===== src/rtl/attack_release_envelope_follower_unit_defines.svh =====
// assertion macros shared by the envelope follower rtl
// no dependencies; expects clk_i and rst_ni in the including module
`ifndef ATTACK_RELEASE_ENVELOPE_FOLLOWER_UNIT_DEFINES_SVH
`define ATTACK_RELEASE_ENVELOPE_FOLLOWER_UNIT_DEFINES_SVH

// consequent must hold in the same cycle as the antecedent
`define ARFE_ASSERT_NOW(lbl, ante, cons, msg) \
  lbl: assert property (@(posedge clk_i) disable iff (!rst_ni) (ante) |-> (cons)) \
    else $error(msg);

// consequent must hold in the cycle after the antecedent
`define ARFE_ASSERT_NEXT(lbl, ante, cons, msg) \
  lbl: assert property (@(posedge clk_i) disable iff (!rst_ni) (ante) |=> (cons)) \
    else $error(msg);

`endif


===== src/rtl/arfe_pkg.sv =====
// shared types, constants and the microcode rom of the envelope follower
// no dependencies
package arfe_pkg;

  localparam int unsigned PC_W    = 4;
  localparam int unsigned CNT_W   = 5;
  localparam int unsigned COEFF_W = 17;
  localparam int unsigned ENV_W   = 48;
  localparam int unsigned MAG_W   = 17;
  localparam int unsigned DET_W   = 31;
  localparam int unsigned PROD_W  = ENV_W + COEFF_W;
  localparam int unsigned LEVEL_W = 16;
  localparam int unsigned CFG_IDX_W = 2;

  localparam logic [COEFF_W-1:0] COEFF_ONE  = 17'h10000;
  localparam logic [CNT_W-1:0]   MUL_LAST   = 5'd16;
  localparam logic [CNT_W-1:0]   SQRT_LAST  = 5'd15;

  // configuration register indexes
  localparam logic [CFG_IDX_W-1:0] CFG_IDX_MODE    = 2'd0;
  localparam logic [CFG_IDX_W-1:0] CFG_IDX_ATTACK  = 2'd1;
  localparam logic [CFG_IDX_W-1:0] CFG_IDX_RELEASE = 2'd2;

  // datapath operations
  typedef enum logic [3:0] {
    OP_NOP,
    OP_LOAD_IN,
    OP_MUL_STEP,
    OP_DET_PROD,
    OP_DIFF,
    OP_UPDATE,
    OP_SQRT_INIT,
    OP_SQRT_STEP,
    OP_EMIT_ROOT,
    OP_EMIT_PEAK
  } arfe_op_e;

  // jump conditions
  typedef enum logic [2:0] {
    COND_NEVER,
    COND_ALWAYS,
    COND_NO_IN,
    COND_PEAK,
    COND_CNT_NZ,
    COND_OUT_FULL
  } arfe_cond_e;

  typedef struct packed {
    arfe_op_e        op;
    arfe_cond_e      cond;
    logic [PC_W-1:0] target;
  } arfe_ctrl_t;

  typedef struct packed {
    logic cnt_nz;
    logic peak_mode;
    logic out_full;
  } arfe_stat_t;

  // microprogram: jump to target when cond holds, else fall through
  function automatic arfe_ctrl_t rom(input logic [PC_W-1:0] pc);
    arfe_ctrl_t w;
    unique case (pc)
      4'd0:    w = '{OP_LOAD_IN,   COND_NO_IN,    4'd0};
      4'd1:    w = '{OP_NOP,       COND_PEAK,     4'd4};
      4'd2:    w = '{OP_MUL_STEP,  COND_CNT_NZ,   4'd2};
      4'd3:    w = '{OP_DET_PROD,  COND_NEVER,    4'd0};
      4'd4:    w = '{OP_DIFF,      COND_NEVER,    4'd0};
      4'd5:    w = '{OP_MUL_STEP,  COND_CNT_NZ,   4'd5};
      4'd6:    w = '{OP_UPDATE,    COND_NEVER,    4'd0};
      4'd7:    w = '{OP_SQRT_INIT, COND_PEAK,     4'd11};
      4'd8:    w = '{OP_SQRT_STEP, COND_CNT_NZ,   4'd8};
      4'd9:    w = '{OP_EMIT_ROOT, COND_OUT_FULL, 4'd9};
      4'd11:   w = '{OP_EMIT_PEAK, COND_OUT_FULL, 4'd11};
      default: w = '{OP_NOP,       COND_ALWAYS,   4'd0};
    endcase
    return w;
  endfunction

endpackage


===== src/rtl/attack_release_envelope_follower_unit.sv =====
// Attack/release envelope follower. One signed 16-bit sample in, one
// envelope level out per transaction. A microcoded sequencer drives a shared
// shift-add multiplier (17 steps per product) and a two-bit-per-step square
// root (16 steps). A result waits in the output register until it is
// read. A new sample is taken while the previous result still waits.
// Registers: 0 detector mode, 1 attack and 2 release coefficient (Q1.16).
// Depends on arfe_pkg, arfe_seq and arfe_dpath.

module attack_release_envelope_follower_unit (
  input  logic                                 clk_i,
  input  logic                                 rst_ni,
  input  logic                                 in_valid_i,
  output logic                                 in_ready_o,
  input  logic signed [15:0]                   sample_i,
  output logic                                 out_valid_o,
  input  logic                                 out_ready_i,
  output logic [arfe_pkg::LEVEL_W-1:0]         envelope_level_o,
  input  logic                                 cfg_valid_i,
  output logic                                 cfg_ready_o,
  input  logic [arfe_pkg::CFG_IDX_W-1:0]       cfg_index_i,
  input  logic [arfe_pkg::COEFF_W-1:0]         cfg_data_i
);

  logic                         mode_q;
  logic [arfe_pkg::COEFF_W-1:0] attack_q;
  logic [arfe_pkg::COEFF_W-1:0] release_q;
  arfe_pkg::arfe_ctrl_t         ctrl;
  arfe_pkg::arfe_stat_t         stat;

  assign cfg_ready_o = 1'b1;

  // configuration registers
  always_ff @(posedge clk_i or negedge rst_ni) begin
    if (!rst_ni) begin
      mode_q    <= 1'b0;
      attack_q  <= arfe_pkg::COEFF_ONE;
      release_q <= arfe_pkg::COEFF_ONE;
    end else if (cfg_valid_i) begin
      unique case (cfg_index_i)
        arfe_pkg::CFG_IDX_MODE:    mode_q    <= cfg_data_i[0];
        arfe_pkg::CFG_IDX_ATTACK:  attack_q  <= cfg_data_i;
        arfe_pkg::CFG_IDX_RELEASE: release_q <= cfg_data_i;
        default: begin
        end
      endcase
    end
  end

  // sequencer
  arfe_seq u_seq (
    .clk_i      (clk_i),
    .rst_ni     (rst_ni),
    .in_valid_i (in_valid_i),
    .stat_i     (stat),
    .ctrl_o     (ctrl),
    .in_ready_o (in_ready_o)
  );

  // datapath
  arfe_dpath u_dpath (
    .clk_i       (clk_i),
    .rst_ni      (rst_ni),
    .ctrl_i      (ctrl),
    .sample_i    (sample_i),
    .mode_i      (mode_q),
    .attack_i    (attack_q),
    .release_i   (release_q),
    .out_ready_i (out_ready_i),
    .stat_o      (stat),
    .out_valid_o (out_valid_o),
    .level_o     (envelope_level_o)
  );

endmodule


===== src/rtl/arfe_seq.sv =====
// microcode sequencer: step counter, rom lookup and conditional jumps
// depends on arfe_pkg and the shared assertion macros
`include "attack_release_envelope_follower_unit_defines.svh"

module arfe_seq (
  input  logic                 clk_i,
  input  logic                 rst_ni,
  input  logic                 in_valid_i,
  input  arfe_pkg::arfe_stat_t stat_i,
  output arfe_pkg::arfe_ctrl_t ctrl_o,
  output logic                 in_ready_o
);

  logic [arfe_pkg::PC_W-1:0] pc_q, pc_d;
  arfe_pkg::arfe_ctrl_t      word;
  logic                      cond_hit;
  logic                      wait_hit;

  // fetch and condition evaluation
  always_comb begin
    word = arfe_pkg::rom(pc_q);
    unique case (word.cond)
      arfe_pkg::COND_NEVER:    cond_hit = 1'b0;
      arfe_pkg::COND_ALWAYS:   cond_hit = 1'b1;
      arfe_pkg::COND_NO_IN:    cond_hit = ~in_valid_i;
      arfe_pkg::COND_PEAK:     cond_hit = stat_i.peak_mode;
      arfe_pkg::COND_CNT_NZ:   cond_hit = stat_i.cnt_nz;
      arfe_pkg::COND_OUT_FULL: cond_hit = stat_i.out_full;
      default:                 cond_hit = 1'b0;
    endcase
  end

  // waiting steps issue no operation while they hold
  assign wait_hit = cond_hit && ((word.cond == arfe_pkg::COND_NO_IN) ||
                                 (word.cond == arfe_pkg::COND_OUT_FULL));

  always_comb begin
    ctrl_o = word;
    if (wait_hit) begin
      ctrl_o.op = arfe_pkg::OP_NOP;
    end
  end

  assign in_ready_o = (word.op == arfe_pkg::OP_LOAD_IN);
  assign pc_d       = cond_hit ? word.target : pc_q + arfe_pkg::PC_W'(1);

  // step counter
  always_ff @(posedge clk_i or negedge rst_ni) begin
    if (!rst_ni) begin
      pc_q <= '0;
    end else begin
      pc_q <= pc_d;
    end
  end

  `ARFE_ASSERT_NEXT(a_busy_after_accept, in_valid_i && in_ready_o, !in_ready_o,
                    "sequencer still takes input right after a transaction")

endmodule


===== src/rtl/arfe_dpath.sv =====
// datapath: detector, shared shift-add multiplier, envelope update,
// digit square root and output register; depends on arfe_pkg and the macros
`include "attack_release_envelope_follower_unit_defines.svh"

module arfe_dpath (
  input  logic                                 clk_i,
  input  logic                                 rst_ni,
  input  arfe_pkg::arfe_ctrl_t                 ctrl_i,
  input  logic signed [15:0]                   sample_i,
  input  logic                                 mode_i,
  input  logic [arfe_pkg::COEFF_W-1:0]         attack_i,
  input  logic [arfe_pkg::COEFF_W-1:0]         release_i,
  input  logic                                 out_ready_i,
  output arfe_pkg::arfe_stat_t                 stat_o,
  output logic                                 out_valid_o,
  output logic [arfe_pkg::LEVEL_W-1:0]         level_o
);

  localparam int unsigned EW = arfe_pkg::ENV_W;

  logic [EW-1:0]                    env_q, env_d;
  logic [arfe_pkg::CNT_W-1:0]       cnt_q, cnt_d;
  logic                             out_valid_q, out_valid_d;
  logic [arfe_pkg::LEVEL_W-1:0]     out_data_q, out_data_d;
  logic [EW-1:0]                    mul_b_q, mul_b_d;
  logic [arfe_pkg::COEFF_W-1:0]     mul_m_q, mul_m_d;
  logic [arfe_pkg::PROD_W-1:0]      prod_q, prod_d;
  logic [arfe_pkg::DET_W-1:0]       det_q, det_d;
  logic                             rise_q, rise_d;
  logic [31:0]                      rad_q, rad_d;
  logic [17:0]                      rem_q, rem_d;
  logic [15:0]                      root_q, root_d;

  logic [arfe_pkg::MAG_W-1:0]       sext;
  logic [arfe_pkg::MAG_W-1:0]       mag;
  logic [EW-1:0]                    det_fx;
  logic                             rise;
  logic [arfe_pkg::COEFF_W-1:0]     coef;
  logic [arfe_pkg::COEFF_W-1:0]     coef_sat;
  logic [EW-1:0]                    step;
  logic [19:0]                      rem_sh;
  logic [19:0]                      trial;
  logic                             ge;
  logic [arfe_pkg::LEVEL_W-1:0]     peak_level;

  // detector and comparison against the envelope
  assign sext     = {sample_i[15], sample_i};
  assign mag      = sample_i[15] ? (~sext + arfe_pkg::MAG_W'(1)) : sext;
  assign det_fx   = {1'b0, det_q, 16'b0};
  assign rise     = det_fx > env_q;
  assign coef     = rise ? attack_i : release_i;
  assign coef_sat = (coef > arfe_pkg::COEFF_ONE) ? arfe_pkg::COEFF_ONE : coef;
  assign step     = prod_q[EW+15:16];

  // one root digit per step
  assign rem_sh = {rem_q, rad_q[31:30]};
  assign trial  = {2'b00, root_q, 2'b01};
  assign ge     = rem_sh >= trial;

  // integer part, clamped after a switch out of rms mode
  assign peak_level = (env_q[EW-1:32] != '0) ? '1 : env_q[31:16];

  // next-state selection driven by the control word
  always_comb begin
    env_d       = env_q;
    cnt_d       = cnt_q;
    out_valid_d = out_valid_q & ~out_ready_i;
    out_data_d  = out_data_q;
    mul_b_d     = mul_b_q;
    mul_m_d     = mul_m_q;
    prod_d      = prod_q;
    det_d       = det_q;
    rise_d      = rise_q;
    rad_d       = rad_q;
    rem_d       = rem_q;
    root_d      = root_q;
    unique case (ctrl_i.op)
      arfe_pkg::OP_LOAD_IN: begin
        mul_b_d = EW'(mag);
        mul_m_d = mag;
        prod_d  = '0;
        det_d   = arfe_pkg::DET_W'(mag);
        cnt_d   = arfe_pkg::MUL_LAST;
      end
      arfe_pkg::OP_MUL_STEP: begin
        prod_d  = {prod_q[arfe_pkg::PROD_W-2:0], 1'b0} +
                  (mul_m_q[arfe_pkg::COEFF_W-1] ? arfe_pkg::PROD_W'(mul_b_q) : '0);
        mul_m_d = {mul_m_q[arfe_pkg::COEFF_W-2:0], 1'b0};
        cnt_d   = cnt_q - arfe_pkg::CNT_W'(1);
      end
      arfe_pkg::OP_DET_PROD: begin
        det_d = prod_q[arfe_pkg::DET_W-1:0];
      end
      arfe_pkg::OP_DIFF: begin
        rise_d  = rise;
        mul_b_d = rise ? (det_fx - env_q) : (env_q - det_fx);
        mul_m_d = coef_sat;
        prod_d  = '0;
        cnt_d   = arfe_pkg::MUL_LAST;
      end
      arfe_pkg::OP_UPDATE: begin
        env_d = rise_q ? (env_q + step) : (env_q - step);
      end
      arfe_pkg::OP_SQRT_INIT: begin
        rad_d  = env_q[EW-1:16];
        rem_d  = '0;
        root_d = '0;
        cnt_d  = arfe_pkg::SQRT_LAST;
      end
      arfe_pkg::OP_SQRT_STEP: begin
        rem_d  = ge ? 18'(rem_sh - trial) : rem_sh[17:0];
        root_d = {root_q[14:0], ge};
        rad_d  = {rad_q[29:0], 2'b00};
        cnt_d  = cnt_q - arfe_pkg::CNT_W'(1);
      end
      arfe_pkg::OP_EMIT_ROOT: begin
        out_data_d  = root_q;
        out_valid_d = 1'b1;
      end
      arfe_pkg::OP_EMIT_PEAK: begin
        out_data_d  = peak_level;
        out_valid_d = 1'b1;
      end
      default: begin
      end
    endcase
  end

  // control and envelope state
  always_ff @(posedge clk_i or negedge rst_ni) begin
    if (!rst_ni) begin
      env_q       <= '0;
      cnt_q       <= '0;
      out_valid_q <= 1'b0;
    end else begin
      env_q       <= env_d;
      cnt_q       <= cnt_d;
      out_valid_q <= out_valid_d;
    end
  end

  // working registers
  always_ff @(posedge clk_i) begin
    out_data_q <= out_data_d;
    mul_b_q    <= mul_b_d;
    mul_m_q    <= mul_m_d;
    prod_q     <= prod_d;
    det_q      <= det_d;
    rise_q     <= rise_d;
    rad_q      <= rad_d;
    rem_q      <= rem_d;
    root_q     <= root_d;
  end

  assign stat_o.cnt_nz    = (cnt_q != '0);
  assign stat_o.peak_mode = ~mode_i;
  assign stat_o.out_full  = out_valid_q & ~out_ready_i;
  assign out_valid_o      = out_valid_q;
  assign level_o          = out_data_q;

  `ARFE_ASSERT_NOW(a_step_bound, ctrl_i.op == arfe_pkg::OP_UPDATE,
                   prod_q[arfe_pkg::PROD_W-1:16] <= {1'b0, mul_b_q},
                   "smoothing step exceeds the envelope difference")
  `ARFE_ASSERT_NOW(a_root_rem_bound, ctrl_i.op == arfe_pkg::OP_SQRT_STEP,
                   rem_q <= {1'b0, root_q, 1'b0},
                   "square root remainder out of range")
  `ARFE_ASSERT_NOW(a_emit_slot_free,
                   ctrl_i.op == arfe_pkg::OP_EMIT_ROOT ||
                   ctrl_i.op == arfe_pkg::OP_EMIT_PEAK,
                   !(out_valid_q && !out_ready_i),
                   "result written over an unread result")

endmodule

===== config.mk =====
export PLATFORM = sky130hd
export DESIGN_NAME = attack_release_envelope_follower_unit
export DESIGN_NICKNAME = d
export VERILOG_FILES = /design/src/rtl/arfe_pkg.sv /design/src/rtl/attack_release_envelope_follower_unit.sv /design/src/rtl/arfe_seq.sv /design/src/rtl/arfe_dpath.sv
export VERILOG_INCLUDE_DIRS = /design/src /design/src/rtl
export SDC_FILE = /design/constraint.sdc
export NUM_CORES = 1
export LEC_CHECK = 0
export CAP_MARGIN = 5
export CORE_MARGIN = 8
export CORE_UTILIZATION = 50
export DETAILED_ROUTE_END_ITERATION = 8
export DONT_BUFFER_PORTS = 1
export GPL_TIMING_DRIVEN = 0
export PLACE_DENSITY = 0.77
export SETUP_SLACK_MARGIN = 0.5
export SYNTH_ARGS = -nofsm -noshare
export SYNTH_HDL_FRONTEND = slang
export SYNTH_SLANG_ARGS = --single-unit

===== constraint.sdc =====
create_clock -name clk_i -period 6.5 [get_ports clk_i]
set_input_delay 0.975 -clock clk_i [delete_from_list [all_inputs] [get_ports clk_i]]
set_output_delay 0.975 -clock clk_i [all_outputs]
set_load 0.1 [all_outputs]

==> out/results.txt <==
Outcome - completed
FP Rows - 82
Area leader, netlist - edfxtp_1
CTS Buffer Depth - 3
Relative slew slack - 22.7%
CTS Buf Count - 40
Unique masters post-synth - 91
Final Skew - 33.7 ps
CP max FO - 10
Register area share after synthesis - 38.6%
Startpoint Class - flop
Synth top area cells - edfxtp_1 29%, ha_1 9.2%, dfrtp_1 9.1%
Ant. Diodes - 0
GRT busiest layer - met2
Setup-failing EPs final - 0
Met3 Use GR - 4.39%
Crit path DAT - 6170 ps
GR met1 Demand/Resource - 34.4%
Nets - 3030
Worst skew pair latency - 600 ps
Hpwl dp - 58800 microns
Vias per inst - 6.12
Pre-Repair DR Iteration Count - 7
Ys flop type - edfxtp_1
Die Y - 239 microns
IO Count - 59
Placed insts - 3433
Critical path class - flop to flop
Die X - 239 microns
Iteration-0 DRC Markers - 2264
Starting Density - 50.2%
Total core area - 49800 sq um
Placer Congestion - 0.963
Synth top area share - 29.2%
Largest net degree at the start of global routing - 94
Top-count cell post-synth - nor2_1
Synth Warn # - 0
DR WL/cell - 21.5 microns
Worst Tran Pin Value - 1150 ps
Reg2Reg Depth - 15
Max-slew violations - 0
Post-synthesis to final-layout area growth - 9.48%
CTS Root Cell - clkbuf_16
Setup ws final - 747 ps
Max capacitance violation total - 0
Layout cells sized above 1 - 6.74%
CTS tree - done
Post-synth net total - 2983
Initial antenna violation count - 1
Peak Freq - 174 MHz
Synthesized area - 25000 sq um
H-Tree Depth - 2
Met2 Use GR - 41.3%
RR Startpoint - u_dpath.rise_q
First-pass GRT wire length - 117000 microns
Antenna Nets Post-Route - 0
Crit end category - flop
Setup_tns - 0 ps
Syn avg cell area - 9.05 sq um
Fin cells - 3507
Post-synthesis cell count - 2756
Total GRT Usage - 25.8%
R2R setup slack - 750 ps
Post-synth EDFFs - 243
Crit Reg-Reg Endpoint - u_dpath.env_q[46]
Final period util - 88.5%
CP required - 6920 ps
Placement Setup Slack - 805 ps
Worst min-delay path class - input port to asynchronous set/reset pin
Vias - 21460
Die Area - 57300 sq um
TritonCTS Sinks - 336
Top post-synthesis cells by count - 279 x nor2_1, 243 x edfxtp_1, 232 x a21oi_1
Total Wirelength - 75400 microns
Hold Fails Final Rpt - 0
Crit path time final - 5750 ps
Fin Hold WS - 67.2 ps
Grt ovf - 0
RSZ-0062 raised after global routing - false
Yosys reg bits - 336
Async set or reset register ratio after synthesis - 27.7%
Register clock-pin slew on the reported worst setup and hold paths - 60 ps
DRC violations left - 0
Post-CTS Hold Fix Bufs - 0
IO Port Bufs - 0
Vias in the first global route - 20454
-- sequential cells by signal (all words and copies together), names as in the netlist, 5 cells and up --
register / flops
u_dpath.rad_q: 32
u_dpath.prod_q: 64
attack_q: 17
u_dpath.rem_q: 18
u_dpath.env_q: 48
u_dpath.det_q: 31
release_q: 17
u_dpath.root_q: 16
u_dpath.mul_m_q: 17
u_dpath.mul_b_q: 48
u_dpath.level_o: 16
u_dpath.cnt_q: 5
-- area by class of cell --
| type | count | area [sq um] |
|---|---|---|
| Fill cell | 4391 | 22400 |
| Multi-Input combinational cell | 2136 | 14200 |
| Buffer | 126 | 549 |
| Inverter | 158 | 593 |
| Sequential cell | 336 | 9630 |
| Tap cell | 672 | 841 |
| Clock inverter | 21 | 223 |
| Clock buffer | 53 | 1150 |
| Timing Repair Buffer | 5 | 108 |
-- per-stage QoR --
| step | cell area (sq um) | util (%) |
|---|---|---|
| floorplan | 25000 | - |
| global placement | 25800 | 51.8 |
| detailed placement | 25900 | 52.1 |
| CTS | 27300 | 54.9 |
| global route | 27300 | 54.9 |
| finish | 27300 | 54.9 |
-- logic make-up (layout without fill, tap and decap cells) --
group	count (synthesis)	after routing	synth area share [%]
multiplexers	87	87	3.72
adder cells (fa/ha/maj)	187	187	9.47
AND/OR/NAND/NOR	848	848	16.1
buffers and inverters	284	363	4.56
AO/OA/AOI/OAI	797	797	19.9
other	1	1	0.0150
flip-flops	336	336	38.6
XOR/XNOR	216	216	7.58
-- worst max-delay path by stage --
stage | depth (start not counted) | from | slack (ps) | end
final | 15 | u_dpath.rise_q | 750 | u_dpath.env_q[46]
after global routing | 15 | u_dpath.rise_q | 550 | u_dpath.env_q[46]
after CTS | 16 | u_dpath.rise_q | 760 | u_dpath.env_q[41]
after detailed placement | 16 | u_dpath.rise_q | 810 | u_dpath.env_q[41]
after global placement | 8 | u_seq.pc_q[1] | -1320 | u_dpath.rad_q[29]
after floorplan | 8 | u_seq.pc_q[1] | 650 | u_dpath.rad_q[2]
-- metal layers --
metal  share of wire, %  wire length, microns
met5                  0                     0
met4                4.4                  3320
met3                7.6                  5720
met2                 45                 34200
met1                 43                 32200
-- critical path: stages, from the launching register on --
cell and delay, ps:
edfxtp_1 540, clkbuf_1 620, clkbuf_1 610, nor2_1 150, xor2_1 180, ha_1 350
a21o_1 130, a21oi_1 100, o21ai_0 490, a41oi_1 610, o221ai_1 520, nand3_1 220
or3_1 440, o311a_1 370, xor2_1 170, o21ai_0 100
-- timing repair --
item | in CTS | in global routing
setup buffers | 0 | 0
resized for setup | 0 | 3
endpoints found under the setup margin | 0 | 4
-- cells in the final DEF (no fill, tap or decap), drive strengths merged, types with 31 or more instances in the layout --
cell	n
a21o	109
a21oi	234
a31oi	34
and2	63
and3	34
buf	39
clkbuf	145
dfrtp	91
edfxtp	243
ha	184
inv	162
mux2	43
mux2i	44
nand2	223
nand3	59
nand4	31
nor2	279
nor3	52
o21ai	238
xnor2	92
xor2	124
Power is left out: the tool's default activity adds up to more than one toggle a clock period on the data nets, which glitch-free logic cannot reach.
